### src/hdl/utf8v_pkg.sv
// Types and constants for the UTF-8 stream validator.
package utf8v_pkg;

    localparam int unsigned CP_W = 21;

    // Number of continuation bytes that a lead byte announces
    localparam logic [1:0] SEQ_NONE  = 2'd0;
    localparam logic [1:0] SEQ_TWO   = 2'd1;
    localparam logic [1:0] SEQ_THREE = 2'd2;
    localparam logic [1:0] SEQ_FOUR  = 2'd3;

    localparam logic [7:0] BYTE_ASCII_LIM = 8'h80;
    localparam logic [7:0] LEAD2_LO       = 8'hC2;
    localparam logic [7:0] LEAD2_HI       = 8'hDF;
    localparam logic [7:0] LEAD3_LO       = 8'hE0;
    localparam logic [7:0] LEAD3_HI       = 8'hEF;
    localparam logic [7:0] LEAD4_LO       = 8'hF0;
    localparam logic [7:0] LEAD4_HI       = 8'hF4;
    localparam logic [1:0] CONT_TAG       = 2'b10;

    localparam logic [CP_W-1:0] CP_MIN_THREE = 21'h000800;
    localparam logic [CP_W-1:0] CP_MIN_FOUR  = 21'h010000;
    localparam logic [CP_W-1:0] SURR_LO      = 21'h00D800;
    localparam logic [CP_W-1:0] SURR_HI      = 21'h00DFFF;
    localparam logic [CP_W-1:0] CP_MAX       = 21'h10FFFF;

    // Classified byte as handed from the front end to the decoder
    typedef struct packed {
        logic [1:0] lead_class;
        logic       lead_bad;
        logic       is_cont;
        logic [4:0] lead_bits;
        logic [5:0] cont_bits;
        logic       is_last;
    } utf8v_req_t;

endpackage

### src/hdl/utf8v_channels.sv
// Valid/ready channel interfaces for bytes in and verdicts out.
interface utf8v_byte_if;
    logic       valid;
    logic       ready;
    logic [7:0] data_byte;
    logic       is_last;

    modport source (output valid, data_byte, is_last, input ready);
    modport sink   (input valid, data_byte, is_last, output ready);
endinterface

interface utf8v_verdict_if;
    logic valid;
    logic ready;
    logic error_so_far;
    logic string_valid;
    logic end_of_string;

    modport source (output valid, error_so_far, string_valid, end_of_string, input ready);
    modport sink   (input valid, error_so_far, string_valid, end_of_string, output ready);
endinterface

### src/hdl/utf8v_front.sv
// Front end: accept bytes, classify them and register the request.
module utf8v_front
    import utf8v_pkg::*;
(
    input  logic        clk,
    input  logic        rst_n,
    utf8v_byte_if.sink  byte_ch,
    output logic        push_valid,
    input  logic        push_ready,
    output utf8v_req_t  push_req
);

    logic       valid_reg;
    logic       valid_next;
    utf8v_req_t req_reg;
    utf8v_req_t req_next;
    logic       take;
    logic [7:0] b;

    assign b          = byte_ch.data_byte;
    assign byte_ch.ready = !valid_reg || push_ready;
    assign take       = byte_ch.valid && byte_ch.ready;
    assign push_valid = valid_reg;
    assign push_req   = req_reg;

    always_comb
    begin
        req_next            = '0;
        req_next.is_last    = byte_ch.is_last;
        req_next.is_cont    = (b[7:6] == CONT_TAG);
        req_next.cont_bits  = b[5:0];
        if (b < BYTE_ASCII_LIM)
        begin
            req_next.lead_class = SEQ_NONE;
        end
        else if (b >= LEAD2_LO && b <= LEAD2_HI)
        begin
            req_next.lead_class = SEQ_TWO;
            req_next.lead_bits  = b[4:0];
        end
        else if (b >= LEAD3_LO && b <= LEAD3_HI)
        begin
            req_next.lead_class = SEQ_THREE;
            req_next.lead_bits  = {1'b0, b[3:0]};
        end
        else if (b >= LEAD4_LO && b <= LEAD4_HI)
        begin
            req_next.lead_class = SEQ_FOUR;
            req_next.lead_bits  = {2'b00, b[2:0]};
        end
        else
        begin
            req_next.lead_bad = 1'b1;
        end
    end

    assign valid_next = take ? 1'b1 : (push_ready ? 1'b0 : valid_reg);

    always_ff @(posedge clk or negedge rst_n)
    begin
        if (!rst_n)
        begin
            valid_reg <= 1'b0;
        end
        else
        begin
            valid_reg <= valid_next;
        end
    end

    always_ff @(posedge clk)
    begin
        if (take)
        begin
            req_reg <= req_next;
        end
    end

endmodule

### src/hdl/utf8v_queue.sv
// Short request queue between the front end and the decoder.
module utf8v_queue
    import utf8v_pkg::*;
#(
    parameter int unsigned DEPTH = 2
)
(
    input  logic       clk,
    input  logic       rst_n,
    input  logic       push_valid,
    output logic       push_ready,
    input  utf8v_req_t push_req,
    output logic       pop_valid,
    input  logic       pop_ready,
    output utf8v_req_t pop_req
);

    localparam int unsigned PTR_W = $clog2(DEPTH);
    localparam int unsigned CNT_W = $clog2(DEPTH + 1);

    utf8v_req_t        slot_reg [DEPTH];
    logic [PTR_W-1:0]  wr_ptr_reg;
    logic [PTR_W-1:0]  wr_ptr_next;
    logic [PTR_W-1:0]  rd_ptr_reg;
    logic [PTR_W-1:0]  rd_ptr_next;
    logic [CNT_W-1:0]  count_reg;
    logic [CNT_W-1:0]  count_next;
    logic              push;
    logic              pop;

    assign push_ready = (count_reg != CNT_W'(DEPTH));
    assign pop_valid  = (count_reg != '0);
    assign pop_req    = slot_reg[rd_ptr_reg];
    assign push       = push_valid && push_ready;
    assign pop        = pop_valid && pop_ready;

    always_comb
    begin
        wr_ptr_next = wr_ptr_reg;
        rd_ptr_next = rd_ptr_reg;
        count_next  = count_reg;
        if (push)
        begin
            wr_ptr_next = (wr_ptr_reg == PTR_W'(DEPTH - 1)) ? '0 : wr_ptr_reg + PTR_W'(1);
        end
        if (pop)
        begin
            rd_ptr_next = (rd_ptr_reg == PTR_W'(DEPTH - 1)) ? '0 : rd_ptr_reg + PTR_W'(1);
        end
        if (push && !pop)
        begin
            count_next = count_reg + CNT_W'(1);
        end
        else if (pop && !push)
        begin
            count_next = count_reg - CNT_W'(1);
        end
    end

    always_ff @(posedge clk or negedge rst_n)
    begin
        if (!rst_n)
        begin
            wr_ptr_reg <= '0;
            rd_ptr_reg <= '0;
            count_reg  <= '0;
        end
        else
        begin
            wr_ptr_reg <= wr_ptr_next;
            rd_ptr_reg <= rd_ptr_next;
            count_reg  <= count_next;
        end
    end

    always_ff @(posedge clk)
    begin
        if (push)
        begin
            slot_reg[wr_ptr_reg] <= push_req;
        end
    end

endmodule

### src/hdl/utf8v_back.sv
// Decoder: run the UTF-8 state update and register the verdict.
module utf8v_back
    import utf8v_pkg::*;
(
    input  logic           clk,
    input  logic           rst_n,
    input  logic           pop_valid,
    output logic           pop_ready,
    input  utf8v_req_t     pop_req,
    utf8v_verdict_if.source verdict_ch
);

    logic [1:0]      pending_reg;
    logic [1:0]      pending_next;
    logic [1:0]      extra_reg;
    logic [1:0]      extra_next;
    logic [CP_W-1:0] acc_reg;
    logic [CP_W-1:0] acc_next;
    logic            err_reg;
    logic            err_next;
    logic            out_valid_reg;
    logic            out_err_reg;
    logic            out_ok_reg;
    logic            out_end_reg;
    logic            step;
    logic [1:0]      pend_d;
    logic [1:0]      extra_d;
    logic [CP_W-1:0] acc_d;
    logic            err_d;

    assign pop_ready = !out_valid_reg || verdict_ch.ready;
    assign step      = pop_valid && pop_ready;

    assign verdict_ch.valid         = out_valid_reg;
    assign verdict_ch.error_so_far  = out_err_reg;
    assign verdict_ch.string_valid  = out_ok_reg;
    assign verdict_ch.end_of_string = out_end_reg;

    always_comb
    begin
        pend_d  = pending_reg;
        extra_d = extra_reg;
        acc_d   = acc_reg;
        err_d   = err_reg;
        if (!err_reg)
        begin
            if (pending_reg == 2'd0)
            begin
                if (pop_req.lead_bad)
                begin
                    err_d = 1'b1;
                end
                else
                begin
                    unique case (pop_req.lead_class) inside
                        SEQ_NONE:
                        begin
                        end
                        SEQ_TWO, SEQ_THREE, SEQ_FOUR:
                        begin
                            acc_d   = {{(CP_W - 5){1'b0}}, pop_req.lead_bits};
                            extra_d = pop_req.lead_class;
                            pend_d  = pop_req.lead_class;
                        end
                        default:
                        begin
                        end
                    endcase
                end
            end
            else if (!pop_req.is_cont)
            begin
                err_d = 1'b1;
            end
            else
            begin
                acc_d  = {acc_reg[CP_W-7:0], pop_req.cont_bits};
                pend_d = pending_reg - 2'd1;
                if (pend_d == 2'd0)
                begin
                    if ((extra_reg == SEQ_THREE && acc_d < CP_MIN_THREE) ||
                        (extra_reg == SEQ_FOUR && acc_d < CP_MIN_FOUR) ||
                        (acc_d >= SURR_LO && acc_d <= SURR_HI) ||
                        (acc_d > CP_MAX))
                    begin
                        err_d = 1'b1;
                    end
                end
            end
        end
        if (pop_req.is_last && pend_d != 2'd0)
        begin
            err_d = 1'b1;
        end
    end

    always_comb
    begin
        if (pop_req.is_last)
        begin
            pending_next = 2'd0;
            extra_next   = 2'd0;
            acc_next     = '0;
            err_next     = 1'b0;
        end
        else
        begin
            pending_next = pend_d;
            extra_next   = extra_d;
            acc_next     = acc_d;
            err_next     = err_d;
        end
    end

    always_ff @(posedge clk or negedge rst_n)
    begin
        if (!rst_n)
        begin
            pending_reg   <= 2'd0;
            extra_reg     <= 2'd0;
            acc_reg       <= '0;
            err_reg       <= 1'b0;
            out_valid_reg <= 1'b0;
        end
        else
        begin
            if (step)
            begin
                pending_reg <= pending_next;
                extra_reg   <= extra_next;
                acc_reg     <= acc_next;
                err_reg     <= err_next;
            end
            if (pop_ready)
            begin
                out_valid_reg <= pop_valid;
            end
        end
    end

    always_ff @(posedge clk)
    begin
        if (step)
        begin
            out_err_reg <= err_d;
            out_ok_reg  <= pop_req.is_last && !err_d;
            out_end_reg <= pop_req.is_last;
        end
    end

endmodule

### src/hdl/utf8_stream_validator.sv
// Top level of the strict UTF-8 byte stream validator.
//
//  channel     dir  payload                                      handshake
//  byte_ch     in   data_byte[7:0], is_last                      valid/ready
//  verdict_ch  out  error_so_far, string_valid, end_of_string    valid/ready
//
// One byte per cycle sustained while verdict_ch is ready; each byte is registered in the
// front register, a queue slot and the decoder output register on its way to its verdict.
// The decoder state update is combinational and is registered on each accepted byte, so bytes follow back to back.
// Reset clears all control and decoder state; no clearing pass is needed.
// A stall on verdict_ch backs up through the queue to byte_ch.ready.
module utf8_stream_validator
    import utf8v_pkg::*;
#(
    parameter int unsigned QUEUE_DEPTH = 2
)
(
    input  logic            clk,
    input  logic            rst_n,
    utf8v_byte_if.sink      byte_ch,
    utf8v_verdict_if.source verdict_ch
);

    logic       push_valid;
    logic       push_ready;
    utf8v_req_t push_req;
    logic       pop_valid;
    logic       pop_ready;
    utf8v_req_t pop_req;

    utf8v_front u_front (
        .clk        (clk),
        .rst_n      (rst_n),
        .byte_ch    (byte_ch),
        .push_valid (push_valid),
        .push_ready (push_ready),
        .push_req   (push_req)
    );

    utf8v_queue #(
        .DEPTH (QUEUE_DEPTH)
    ) u_queue (
        .clk        (clk),
        .rst_n      (rst_n),
        .push_valid (push_valid),
        .push_ready (push_ready),
        .push_req   (push_req),
        .pop_valid  (pop_valid),
        .pop_ready  (pop_ready),
        .pop_req    (pop_req)
    );

    utf8v_back u_back (
        .clk        (clk),
        .rst_n      (rst_n),
        .pop_valid  (pop_valid),
        .pop_ready  (pop_ready),
        .pop_req    (pop_req),
        .verdict_ch (verdict_ch)
    );

endmodule

### src/flat_wrapper.sv
// flat-port wrapper written by rule: the top's interface ports become plain ports
module utf8_stream_validator_flat import utf8v_pkg::*;
#(
    parameter int unsigned QUEUE_DEPTH = 2
)
  (clk, rst_n, byte_ch_valid, byte_ch_data_byte, byte_ch_is_last, byte_ch_ready, verdict_ch_valid, verdict_ch_error_so_far, verdict_ch_string_valid, verdict_ch_end_of_string, verdict_ch_ready);
  utf8v_byte_if byte_ch_i ();
  utf8v_verdict_if verdict_ch_i ();
  input  logic clk;
  input  logic rst_n;
  input wire logic [$bits(byte_ch_i.valid)-1:0] byte_ch_valid;
  input wire logic [$bits(byte_ch_i.data_byte)-1:0] byte_ch_data_byte;
  input wire logic [$bits(byte_ch_i.is_last)-1:0] byte_ch_is_last;
  output wire logic [$bits(byte_ch_i.ready)-1:0] byte_ch_ready;
  output wire logic [$bits(verdict_ch_i.valid)-1:0] verdict_ch_valid;
  output wire logic [$bits(verdict_ch_i.error_so_far)-1:0] verdict_ch_error_so_far;
  output wire logic [$bits(verdict_ch_i.string_valid)-1:0] verdict_ch_string_valid;
  output wire logic [$bits(verdict_ch_i.end_of_string)-1:0] verdict_ch_end_of_string;
  input wire logic [$bits(verdict_ch_i.ready)-1:0] verdict_ch_ready;
  assign byte_ch_i.valid = byte_ch_valid;
  assign byte_ch_i.data_byte = byte_ch_data_byte;
  assign byte_ch_i.is_last = byte_ch_is_last;
  assign byte_ch_ready = byte_ch_i.ready;
  assign verdict_ch_valid = verdict_ch_i.valid;
  assign verdict_ch_error_so_far = verdict_ch_i.error_so_far;
  assign verdict_ch_string_valid = verdict_ch_i.string_valid;
  assign verdict_ch_end_of_string = verdict_ch_i.end_of_string;
  assign verdict_ch_i.ready = verdict_ch_ready;
  utf8_stream_validator #(.QUEUE_DEPTH(QUEUE_DEPTH)) u_core (.clk(clk), .rst_n(rst_n), .byte_ch(byte_ch_i), .verdict_ch(verdict_ch_i));
endmodule
### config.mk
export PLATFORM = sky130hd
export DESIGN_NAME = utf8_stream_validator_flat
export DESIGN_NICKNAME = d
export VERILOG_FILES = /design/src/hdl/utf8v_pkg.sv /design/src/hdl/utf8v_channels.sv /design/src/hdl/utf8v_front.sv /design/src/hdl/utf8v_queue.sv /design/src/hdl/utf8v_back.sv /design/src/hdl/utf8_stream_validator.sv /design/src/flat_wrapper.sv
export SDC_FILE = /design/constraint.sdc
export NUM_CORES = 1
export LEC_CHECK = 0
export BUFFER_PORTS_ARGS = -buffer_cell sky130_fd_sc_hd__buf_2
export CORE_MARGIN = 2
export CORE_UTILIZATION = 30
export CTS_CLUSTER_SIZE = 14
export DETAILED_ROUTE_END_ITERATION = 8
export GPL_TIMING_DRIVEN = 0
export PLACE_DENSITY = 0.51
export SETUP_SLACK_MARGIN = 0.02
export SYNTH_ARGS = -nofsm -noshare
export SYNTH_HDL_FRONTEND = slang
export SYNTH_SLANG_ARGS = --single-unit
### constraint.sdc
create_clock -name clk -period 4.7 [get_ports clk]
set_input_delay 0.47 -clock clk [delete_from_list [all_inputs] [get_ports clk]]
set_output_delay 0.47 -clock clk [all_outputs]
set_load 0.02 [all_outputs]
# Word level (Yosys, flattened, before mapping)
# Memories as Yosys holds them, arrays and structs flattened.
# Cells that the tools add are included.
dict set report totals {
  register_bits 45
  mem_bits_rw 32
  in_bits 13
  out_inout_bits 5
  wordCells 125
  mem_count 1
}
# memory depth width read_ports rd_ports_with_merged_regs write_ports line
set memory_table {}
lappend memory_table {u_core.u_queue.slot_reg 2 16 1 0 1 utf8v_queue.sv:21} ;# utf8v_req_t slot_reg [DEPTH];
dict set report classes {
  addsub 5
  magnitude_cmp 12
  n_eq_ne 11
  muxes 40
  reduce_logical 37
}
# cell count
set ops {}
lappend ops {{$mux W15} 6}
lappend ops {{$mux W2} 15}
lappend ops {{$ge A8 B8 Y1 const B} 3}
lappend ops {{$le A8 B8 Y1 const B} 3}
lappend ops {{$ge A21 B16 Y1 const B} 1}
lappend ops {{$gt A21 B21 Y1 const B} 1}
lappend ops {{$le A21 B16 Y1 const B} 1}
lappend ops {{$lt A21 B12 Y1 const B} 1}
lappend ops {{$lt A21 B17 Y1 const B} 1}
lappend ops {{$mux W1} 16}
lappend ops {{$logic_and A1 B1 Y1} 13}
lappend ops {{$reduce_bool A2 Y1} 6}
lappend ops {{$eq A2 B2 Y1 const B} 5}
lappend ops {{$reduce_and A5 Y1} 2}
lappend ops {{$lt A8 B8 Y1 const B} 1}
lappend ops {{$ne A2 B2 Y1 const B} 3}
lappend ops {{$reduce_or A3 Y1} 2}
lappend ops {{$logic_not A1 Y1} 5}
lappend ops {{$logic_or A1 B1 Y1} 5}
lappend ops {{$mux W5} 1}
lappend ops {{$logic_not A2 Y1} 2}
lappend ops {{$mux W4} 1}
lappend ops {{$sub A2 B1 Y2 const B} 2}
lappend ops {{$mux W3} 1}
lappend ops {{other kinds (7)} 8}

# Logic depth before layout (Yosys ltp)
# Gate-level depths: netlist of run 1.
# An unclocked memory read counts as a cell.
dict set report logic_depth {
  word_depth 14
  depth_mapped 8
  ltp_nobuf 7
}

# Modules after synthesis
# Synthesis of run 1 repeated with hierarchy kept, for this count alone.
dict set report hier_totals {
  cells_unflattened 237
  area_unflattened_um2 3382.0
}
# module n_inst cells_each area_per_inst_um2 seq_area_each_um2
set by_module_without_submodules {}
lappend by_module_without_submodules {utf8v_queue 1 68 1402.6 1061.0}
lappend by_module_without_submodules {utf8v_back 1 127 1330.0 615.6}
lappend by_module_without_submodules {utf8v_front 1 42 649.4 505.5}

# Worst setup path before layout of run 1
# OpenSTA, ideal clock, no wires.
dict set report synth_timing {
  path_type {flip-flop to flip-flop}
  startpoint {register u_core.u_back.pending_reg[0]}
  endpoint {register u_core.u_back.out_err_reg, in the netlist u_core.u_back.verdict_ch.error_so_far (data pin)}
  setup_time_ps 254
  t_arrival_ps 1649
  t_required_ps 4446
  path_slack_ps 2797
  stages_incl_launch_ff 8
  n_path_buf 1
  synth_period_minus_slack_ps 1903
  cell_sequence {dfrtp_1 inv_1 ha_1 clkbuf_1 o211ai_1 a211o_1 nand2b_4 a21o_1}
}
dict set report synth_via {
  elab_chain_len 7
  word_cells_on_any_way 15
  classes_between {1 x add/sub; 10 x mux; 4 x reduce/logical}
}
# element line
set synth_lines {}
lappend synth_lines {{start: declaration} utf8v_back.sv:13} ;# logic [1:0] pending_reg;
lappend synth_lines {{start signal: assignment} utf8v_back.sv:129} ;# pending_reg <= pending_next;
lappend synth_lines {{$sub A2 B1 Y2 / $mux W2 (equally long branches)} {utf8v_back.sv:78, utf8v_back.sv:55}}
lappend synth_lines {{$logic_not A2 Y1 (tied with other cells)} utf8v_back.sv:79} ;# if (pend_d == 2'd0)
lappend synth_lines {{$mux W1 / $mux W2 (equally long branches)} {utf8v_back.sv:79, utf8v_back.sv:47}}
lappend synth_lines {{$mux W1 / $mux W2 (equally long branches)} {utf8v_back.sv:71, utf8v_back.sv:45}}
lappend synth_lines {{$mux W1 / $reduce_bool A2 Y1 (equally long branches)} {utf8v_back.sv:47, utf8v_back.sv:91}}
lappend synth_lines {{$mux W1 / $logic_and A1 B1 Y1 (equally long branches)} {utf8v_back.sv:45, utf8v_back.sv:91}}
lappend synth_lines {{$mux W1 *} utf8v_back.sv:91} ;# if (pop_req.is_last && pend_d != 2'd0)
lappend synth_lines {{named net u_core.u_back.err_d} utf8v_back.sv:29} ;# logic err_d;
lappend synth_lines {{end signal: assignment} utf8v_back.sv:145} ;# out_err_reg <= err_d;
lappend synth_lines {{end: declaration} utf8v_back.sv:22} ;# logic out_err_reg;
# Mark *: on every way through the listed nets, which the timed path passes. The rest lies on a longest branch.
# A chain may end at the register's enable or synchronous reset.

# Worst setup path in the final report of run 1
# Ends and elaborated chain as after synthesis.

==> results.toml, run 1 <==
[status]
status = "finished, final reports clean"

[synthesis]
synth_top_family_by_area = "simple AND/OR/NAND/NOR gates"
yosys.area_share.simple = 0.110
synth_ff_type = "edfxtp_1"
synth-edff-count = 51
synth_most_common_cell = "edfxtp_1"
syn_inst = 230
synth-warning-count = 0
yosys-top-cells-count = "51 x edfxtp_1, 26 x dfrtp_1, 18 x nand2_1"
yosysTopAreaCell = "edfxtp_1"
async_reset_ff_frac = 0.338
synth-xor-area-share = 0.0133
ys_seq_area_frac = 0.661
synth.net_count = 246
avgSynthCellArea_sq_um = 14.4
synth_compound_area_frac = 0.0637
synthMuxAreaShare = 0.106
synthAdderAreaFrac = 0.0114
synth_top_area_share = 0.464
synth_area_sq_um = 3300
yosysUniqueCellTypes = 52
netlist_top_cells_area = "edfxtp_1 46%, dfrtp_1 20%, mux2i_1 4.2%, mux4_2 3.4%, nand2_1 2.0%"
synth_seq_cells = 77

[clocking]
cts-hold-fix-buffers = 0
clock-root-buffer = "clkbuf_8"
clock_latency_ns = 0.35
clk_pin_slew_ns = 0.09
cts_setup_buffers = 0
clk_path_buf_depth = 2
post_cts_resized = 0
cts_sinks = 77
cts_made_buffers = 9
htree_levels = 3
cts_tree = "done"

[detailed_routing]
vias = 1836
first_iter_violations = 48
drc = 0
via_per_inst = 4.54
wl_per_cell_um = 14.3
routed_wirelength_um = 5760
ant_nets = 0
dr.pass1.iters = 4

[sta]
clock.fmax_mhz = 442
min_period_ns = 2.26
finalWorstSetupSlack_ns = 2.44
slew_violations = 0
hold_viol_final = 0
finalSetupViolCount = 0
worst_pin_slew_ns = 0.783
rsz0062_at_grt = "false"
tns_ns = 0
worst_slew_margin_rel = 0.468
finalCritPeriodShare = 0.481
clock_skew_ns = 0.0175

[grt]
grt_pass1_vias = 1897
overflow = 0
grt_max_degree = 27
antenna_found_initial = 0
grt_pass1_wl_um = 9780
grtUsageTotal = 0.109

[job]
cap_violations = 0

[floorplanning]
die_x_um = 109
die-area_sq_um = 11900
start_util = 0.306
io-pin-count = 18
core_area_sq_um = 10800
die_y_um = 109
rows = 38

[worst_setup_path]
setup.worst_path.start_class = "flip-flop"
worstPathRequired_ns = 4.82
crit_path_start = "u_core.u_back.pending_reg[0]"
critPathArrivalTime_ns = 2.38
end_kind = "flip-flop"
r2r_end = "u_core.u_back.verdict_ch.error_so_far"
crit_type = "reg -> reg"
ff2ff_path_depth = 7
critPathMaxFanout = 10
r2r_slack_ns = 2.44
reg2reg_from = "u_core.u_back.pending_reg[0]"

[finish]
drive_gt1_frac = 0.231
fin_area_sq_um = 3790
largest_reg_flops = 32
area_delta_synth_final_pct = 14.8
nNetsFinal = 275
insertedDiodeCount = 0

[placement]
dpl-instance-area_sq_um = 3570
io_buffer_count = 17
hpwl_um = 3960
gp_congestion = 0.733
post-place-ws_ns = 2.47

[pwr]
vdd_drop_max_mv = 0.184
finalPower_uw = 2480
seqPwrFrac = 0.427
p_switching_uw = 841
power_switching_share = 0.339
pwr-share-comb = 0.348
p_per_area_nw_per_um2 = 655
p_leak_uw = 0.00145
p_int_uw = 1640
clockPowerShare = 0.225

[worst_hold_path]
hold_class = "in -> async"
-- cell usage in the layout (no fill, tap or decap), types with 4 or more instances in the layout --
cell type / synthesis / final
a21oi_1: 4 / 4
dfrtp_1: 26 / 26
nor2_1: 13 / 13
nand2_1: 18 / 18
mux2i_1: 14 / 14
edfxtp_1: 51 / 51
mux2_2: 6 / 6
buf_2: 2 / 19
clkbuf_8: 0 / 9
mux4_2: 5 / 5
inv_1: 17 / 17
nor3_1: 8 / 8
and2_1: 5 / 5
nand2b_1: 4 / 4
-- area by class of cell --
| type | count | area [sq um] |
|---|---|---|
| fill | 1039 | 7000 |
| sequential | 77 | 2180 |
| multi-input combinational | 129 | 1000 |
| tap | 140 | 175 |
| clock buffer | 9 | 124 |
| clock inverter | 7 | 96.3 |
| timing repair buffer | 18 | 92.6 |
| inverter | 18 | 67.6 |
| buffer | 6 | 48.8 |
-- through the flow --
stage | hold WS, ns | utilization | instances
after CTS | 0.152 | 0.351 | 404
final | 0.129 | 0.351 | 404
after floorplan | 0.174 | - | 230
after global routing | 0.175 | 0.351 | 404
after detailed placement | 0.432 | 0.331 | 388
after global placement | 0.426 | 0.330 | 387
-- worst max-delay path, cell delays in order, from the launching register on --
cell	delay, ns
dfrtp_1	0.45
inv_1	0.10
ha_1	0.20
clkbuf_1	0.43
o211ai_1	0.20
a211o_1	0.33
nand2b_4	0.14
a21o_1	0.17
-- metal layers --
| layer | global-route usage | routed length, um | vias up |
|---|---|---|---|
| li1 | - | - | 902 |
| met1 | 0.144 | 2830 | 902 |
| met2 | 0.176 | 2700 | 24 |
| met3 | 0.0215 | 138 | 8 |
| met4 | 0.0467 | 98 | 0 |
| met5 | 0 | 0 | - |
-- logic make-up after synthesis --
group,after synthesis
xor+xnor,5
compound gates,27
buf+inv,24
flops,77
fa+ha+maj,3
mux,27
simple gates,67
-- worst max-delay path by stage --
stage | end | slack, ns | cells past startpoint
6_report | u_core.u_back.verdict_ch.error_so_far | 2.44 | 7
5_1_grt | u_core.u_back.verdict_ch.error_so_far | 2.33 | 7
4_1_cts | u_core.u_back.verdict_ch.error_so_far | 2.45 | 7
3_5_place_dp | u_core.u_back.verdict_ch.error_so_far | 2.47 | 7
3_3_place_gp | u_core.u_queue.slot_reg[0][0] | 2.37 | 4
2_1_floorplan | u_core.u_back.verdict_ch.error_so_far | 2.80 | 7
-- power groups by stage --
stage               Sequential (uW)  Clock (uW)  Combinational, uW
CTS                            1060         571                881
finish                         1060         559                864
floorplan                      1070           0                664
detailed placement             1080           0                877
global placement               1070           0                864
global route                   1090         603                961
Power figures use the tool's default switching activity.
==> run 2: changes to the inputs <==
==> constraint.sdc (replaced) <==
create_clock -name clk -period 2.3 [get_ports clk]
set_input_delay 0.23 -clock clk [delete_from_list [all_inputs] [get_ports clk]]
set_output_delay 0.23 -clock clk [all_outputs]
set_load 0.02 [all_outputs]
==> run 2 against run 1 <==
Net effect:
- worst hold slack got worse by 0.068 ns
- clock skew is 0.00091 ns higher
- wire length rose by 0.40%
- critical endpoint unchanged
- via count up 0.87%
- clock-buffer cell count did not move
- combinational power is 100% higher
==> results.toml, run 2 (same netlist as run 1, synthesis figures left out) <==
[detailed_routing]
vias = 1852
first_iter_violations = 57
routed_wirelength_um = 5790
dr.pass1.iters = 4
wl_per_cell_um = 14.3
drc = 0
ant_nets = 0
via_per_inst = 4.57

[pwr]
p_int_uw = 3360
seqPwrFrac = 0.427
p_leak_uw = 0.00146
clockPowerShare = 0.225
p_switching_uw = 1720
power_switching_share = 0.339
p_per_area_nw_per_um2 = 1340
pwr-share-comb = 0.348
vdd_drop_max_mv = 0.377

[worst_setup_path]
worstPathRequired_ns = 2.42
critPathArrivalTime_ns = 2.24
setup.worst_path.start_class = "flip-flop"
crit_type = "reg -> reg"
end_kind = "flip-flop"
critPathMaxFanout = 10

[floorplanning]
start_util = 0.306
die_x_um = 109
core_area_sq_um = 10800
die-area_sq_um = 11900
io-pin-count = 18
die_y_um = 109
rows = 38

[clocking]
clk_pin_slew_ns = 0.09
htree_levels = 3
cts_setup_buffers = 0
cts_made_buffers = 9
cts_sinks = 77
cts_tree = "done"
clock-root-buffer = "clkbuf_8"
clock_latency_ns = 0.35
clk_path_buf_depth = 2

[finish]
largest_reg_flops = 32
utilization = 0.352
fin_area_sq_um = 3800
drive_gt1_frac = 0.234
final_common_cell = "edfxtp_1"
final_cell_mix = "51 x edfxtp_1, 26 x dfrtp_1, 19 x buf_2"
area_delta_synth_final_pct = 15.1
insertedDiodeCount = 0
nNetsFinal = 276

[placement]
io_buffer_count = 17
dpl-instance-area_sq_um = 3570
hpwl_um = 3960
gp_congestion = 0.733
post-place-ws_ns = 0.0657

[sta]
min_period_ns = 2.13
clock_skew_ns = 0.0184
clock.fmax_mhz = 470
finalSetupViolCount = 0
rsz0062_at_grt = "false"
finalWorstSetupSlack_ns = 0.174
worst_pin_slew_ns = 0.770
slew_violations = 0
worst_slew_margin_rel = 0.477
hold_viol_final = 0
finalCritPeriodShare = 0.924

[grt]
grtUsageTotal = 0.110
grt_max_degree = 27
antenna_found_initial = 0
grt_pass1_vias = 1903
overflow = 0
grt_pass1_wl_um = 9800

[job]
cap_violations = 0

[worst_hold_path]
hold_class = "in -> reg"

[status]
status = "finished, final reports clean"
-- run 2: cell count changes in the layout (fill, tap and decap cells not counted), sizes merged --
cell         change
dlygate4sd3      +1
-- run 2: through the flow --
step	instances	hold WS, ns	total power (uW)	TNS [ns]
5_1_grt	405	0.0437	5420	0
3_5_place_dp	388	0.286	3990	0
3_3_place_gp	387	0.277	3950	-0.412
2_1_floorplan	230	-0.0656	3540	0
6_report	405	0.0609	5080	0
4_1_cts	405	0.0513	5140	0
-- run 2: cell type report --
cell class	count	area [sq um]
clock buffers	9	124
clock inverters	7	96.3
multi-input cells	129	1000
well taps	140	175
plain buffers	6	50.0
fillers	1039	6990
inverters	18	67.6
repair buffers	19	103
flip-flops and latches	77	2180
-- run 2: power by group through the flow --
stage	clock network (uW)	registers (uW)	logic, uW
5_1_grt	1230	2220	1970
4_1_cts	1170	2170	1800
6_report	1140	2170	1770
3_3_place_gp	0	2190	1770
3_5_place_dp	0	2200	1790
2_1_floorplan	0	2180	1360
-- run 2: final timing paths --
kind                                         startpoint                                     to  slack [ns]  depth (start not counted)
min in group asynchronous                         rst_n              u_core.u_queue.wr_ptr_reg        0.44                          2
max in group asynchronous                         rst_n              u_core.u_back.acc_reg[12]        1.44                          2
hold reg to reg             u_core.u_front.push_req[10]         u_core.u_queue.slot_reg[0][10]        0.45                          0
hold / removal                          byte_ch_is_last             u_core.u_front.push_req[0]        0.06                          1
setup reg to reg           u_core.u_back.pending_reg[0]  u_core.u_back.verdict_ch.error_so_far        0.17                          8
setup / recovery           u_core.u_back.pending_reg[0]  u_core.u_back.verdict_ch.error_so_far        0.17                          8
-- run 2: critical path, cell delays in order (launching register included) --
cell,delay [ns]
dfrtp_1,0.46
inv_1,0.09
ha_1,0.23
clkbuf_2,0.22
nand4b_1,0.15
o211ai_1,0.11
a211o_1,0.32
nand2b_4,0.14
a21o_1,0.17
-- run 2: routing by layer --
| metal | share of wire | track usage |
|---|---|---|
| met5 | 0 | 0 |
| met3 | 0.029 | 0.0215 |
| met2 | 0.47 | 0.177 |
| met1 | 0.49 | 0.144 |
| met4 | 0.017 | 0.0467 |
-- run 2: what timing repair did --
item | CTS | global route
resized for setup | 0 | 2
endpoints found under the setup margin | 0 | 4
endpoints found under the hold margin | 26 | 0
hold buffers | 1 | 0
==> run 3: changes to the inputs <==
--- a/config.mk
+++ b/config.mk
@@ -7,11 +7,11 @@
 export LEC_CHECK = 0
 export BUFFER_PORTS_ARGS = -buffer_cell sky130_fd_sc_hd__buf_2
 export CORE_MARGIN = 2
-export CORE_UTILIZATION = 30
+export CORE_UTILIZATION = 60
 export CTS_CLUSTER_SIZE = 14
 export DETAILED_ROUTE_END_ITERATION = 8
 export GPL_TIMING_DRIVEN = 0
-export PLACE_DENSITY = 0.51
+export PLACE_DENSITY = 0.85
 export SETUP_SLACK_MARGIN = 0.02
 export SYNTH_ARGS = -nofsm -noshare
 export SYNTH_HDL_FRONTEND = slang
==> run 3 against run 2 <==
Net effect:
- core utilization rose by 33 points
- clock-buffer cell count rose by 1
- non-clock buffer count down 1
- register-to-register slack worse by 0.02 ns
- clock skew is 0.012 ns lower
- first-iteration DRC count rose by 110%
- critical path type unchanged
- critical endpoint is now u_core.u_back.acc_reg[10]
==> results.toml, run 3 (same netlist as run 1, synthesis figures left out) <==
[sta]
clock.fmax_mhz = 467
worst_slew_margin_rel = 0.472
finalSetupViolCount = 0
finalCritPeriodShare = 0.931
clock_skew_ns = 0.00650
tns_ns = 0
min_period_ns = 2.14
slew_violations = 0
rsz0062_at_grt = "false"
hold_viol_final = 0
hold_ws_ns = 0.0488
finalWorstSetupSlack_ns = 0.158
worst_pin_slew_ns = 0.791

[finish]
drive_gt1_frac = 0.235
largest_reg_flops = 32
final_common_cell = "edfxtp_1"
final_cell_mix = "51 x edfxtp_1, 26 x dfrtp_1, 19 x buf_2"
area_delta_synth_final_pct = 12.4
nNetsFinal = 275
final_cells = 336
fill_cells = 375
insertedDiodeCount = 0

[detailed_routing]
ant_nets = 0
via_per_inst = 5.60
wl_per_cell_um = 15.8
vias = 1881
met3_wirelength_um = 232
dr.pass1.iters = 4
drc = 0
wl_met2_um = 2710
routed_wirelength_um = 5300
top_layer = "met4"
wl_met1_um = 2220
first_iter_violations = 120

[grt]
grt_pass1_vias = 1900
grt_pass1_wl_um = 8990
overflow = 0
antenna_found_initial = 0
grt_max_degree = 27
grtUsageTotal = 0.201

[worst_setup_path]
worstPathCellList = "inv_1, ha_1, inv_1, a21oi_2, o31ai_2, a21oi_4, buf_12, mux2_4"
critPathArrivalTime_ns = 2.38
crit_path_frequent_cell = "inv_1"
setup.worst_path.start_class = "flip-flop"
crit_type = "reg -> reg"
critPathMaxFanout = 10
path_buf_inv = 3
worstPathRequired_ns = 2.54
end_kind = "flip-flop"
path_delay_family = "compound AO/OA/AOI/OAI gates"
cpMaxStageDelayCell = "dfrtp_1"
cpPeakStageDelay_ns = 0.45

[clocking]
cts_made_buffers = 9
cts_tree = "done"
clk_path_buf_depth = 2
clock_latency_ns = 0.35
clk_pin_slew_ns = 0.08
clock-root-buffer = "clkbuf_8"
htree_levels = 3
cts_sinks = 77

[placement]
io_buffer_count = 17
post-place-cells = 319
post-place-ws_ns = 0.0539
gp_congestion = 0.836
hpwl_um = 3760

[floorplanning]
core_area_sq_um = 5410
die_y_um = 78.2
rows = 27
io-pin-count = 18
start_util = 0.611
die_x_um = 78.2
die-area_sq_um = 6110

[worst_hold_path]
hold_class = "in -> reg"

[status]
status = "finished, final reports clean"

[pwr]
p_leak_uw = 0.00146
vdd_drop_max_mv = 0.665
p_per_area_nw_per_um2 = 1360

[job]
cap_violations = 0
-- run 3: changes by cell type in the layout (fill, tap and decap cells not counted), sizes merged --
cell,change
buf,-1
clkbuf,+1
clkinvlp,-1
-- run 3: power by group --
| part | switching (uW) | leakage, uW | internal, uW | total, uW |
|---|---|---|---|---|
| Combinational | 984 | 0.000528 | 759 | 1740 |
| Clock | 499 | 0.000107 | 620 | 1120 |
| Sequential | 197 | 0.000825 | 1980 | 2180 |
-- run 3: cell type report --
cell class | count | area [sq um] | area share
well taps | 72 | 90.1 | 0.0243
clock inverters | 6 | 93.8 | 0.0253
inverters | 18 | 67.6 | 0.0182
repair buffers | 18 | 95.1 | 0.0256
clock buffers | 10 | 128 | 0.0344
multi-input cells | 129 | 1000 | 0.271
flip-flops and latches | 77 | 2180 | 0.588
plain buffers | 6 | 50.0 | 0.0135
-- run 3: metal layers --
layer / vias to the layer above / track usage
met2: 47 / 0.315
li1: 901 / -
met1: 921 / 0.250
met4: 0 / 0.114
met5: - / 0
met3: 12 / 0.0598
-- run 3: final timing paths --
kind / from / endpoint / slack [ns] / cells past startpoint
min in group asynchronous: rst_n / u_core.u_back.verdict_ch.valid / 0.41 / 2
worst max register to register: u_core.u_back.pending_reg[0] / u_core.u_back.acc_reg[10] / 0.16 / 8
worst max-delay path: u_core.u_back.pending_reg[0] / u_core.u_back.acc_reg[10] / 0.16 / 8
worst min register to register: u_core.u_front.push_req[5] / u_core.u_queue.slot_reg[0][5] / 0.45 / 0
max in group asynchronous: rst_n / u_core.u_queue.rd_ptr_reg / 1.51 / 2
worst min-delay path: byte_ch_is_last / u_core.u_front.push_req[0] / 0.05 / 1
-- run 3: metrics by stage --
step	total power, uW	cell area [sq um]	util
2_1_floorplan	3540	3300	-
3_3_place_gp	3860	3480	0.643
3_5_place_dp	3940	3480	0.643
4_1_cts	5070	3710	0.686
5_1_grt	5350	3710	0.687
6_report	5040	3710	0.687
-- run 3: repair_timing --
action	CTS	global route
setup endpoints to repair	16	2
hold buffers	1	0
endpoints found under the hold margin	26	0
buffers inserted	0	0
resized for setup	1	2
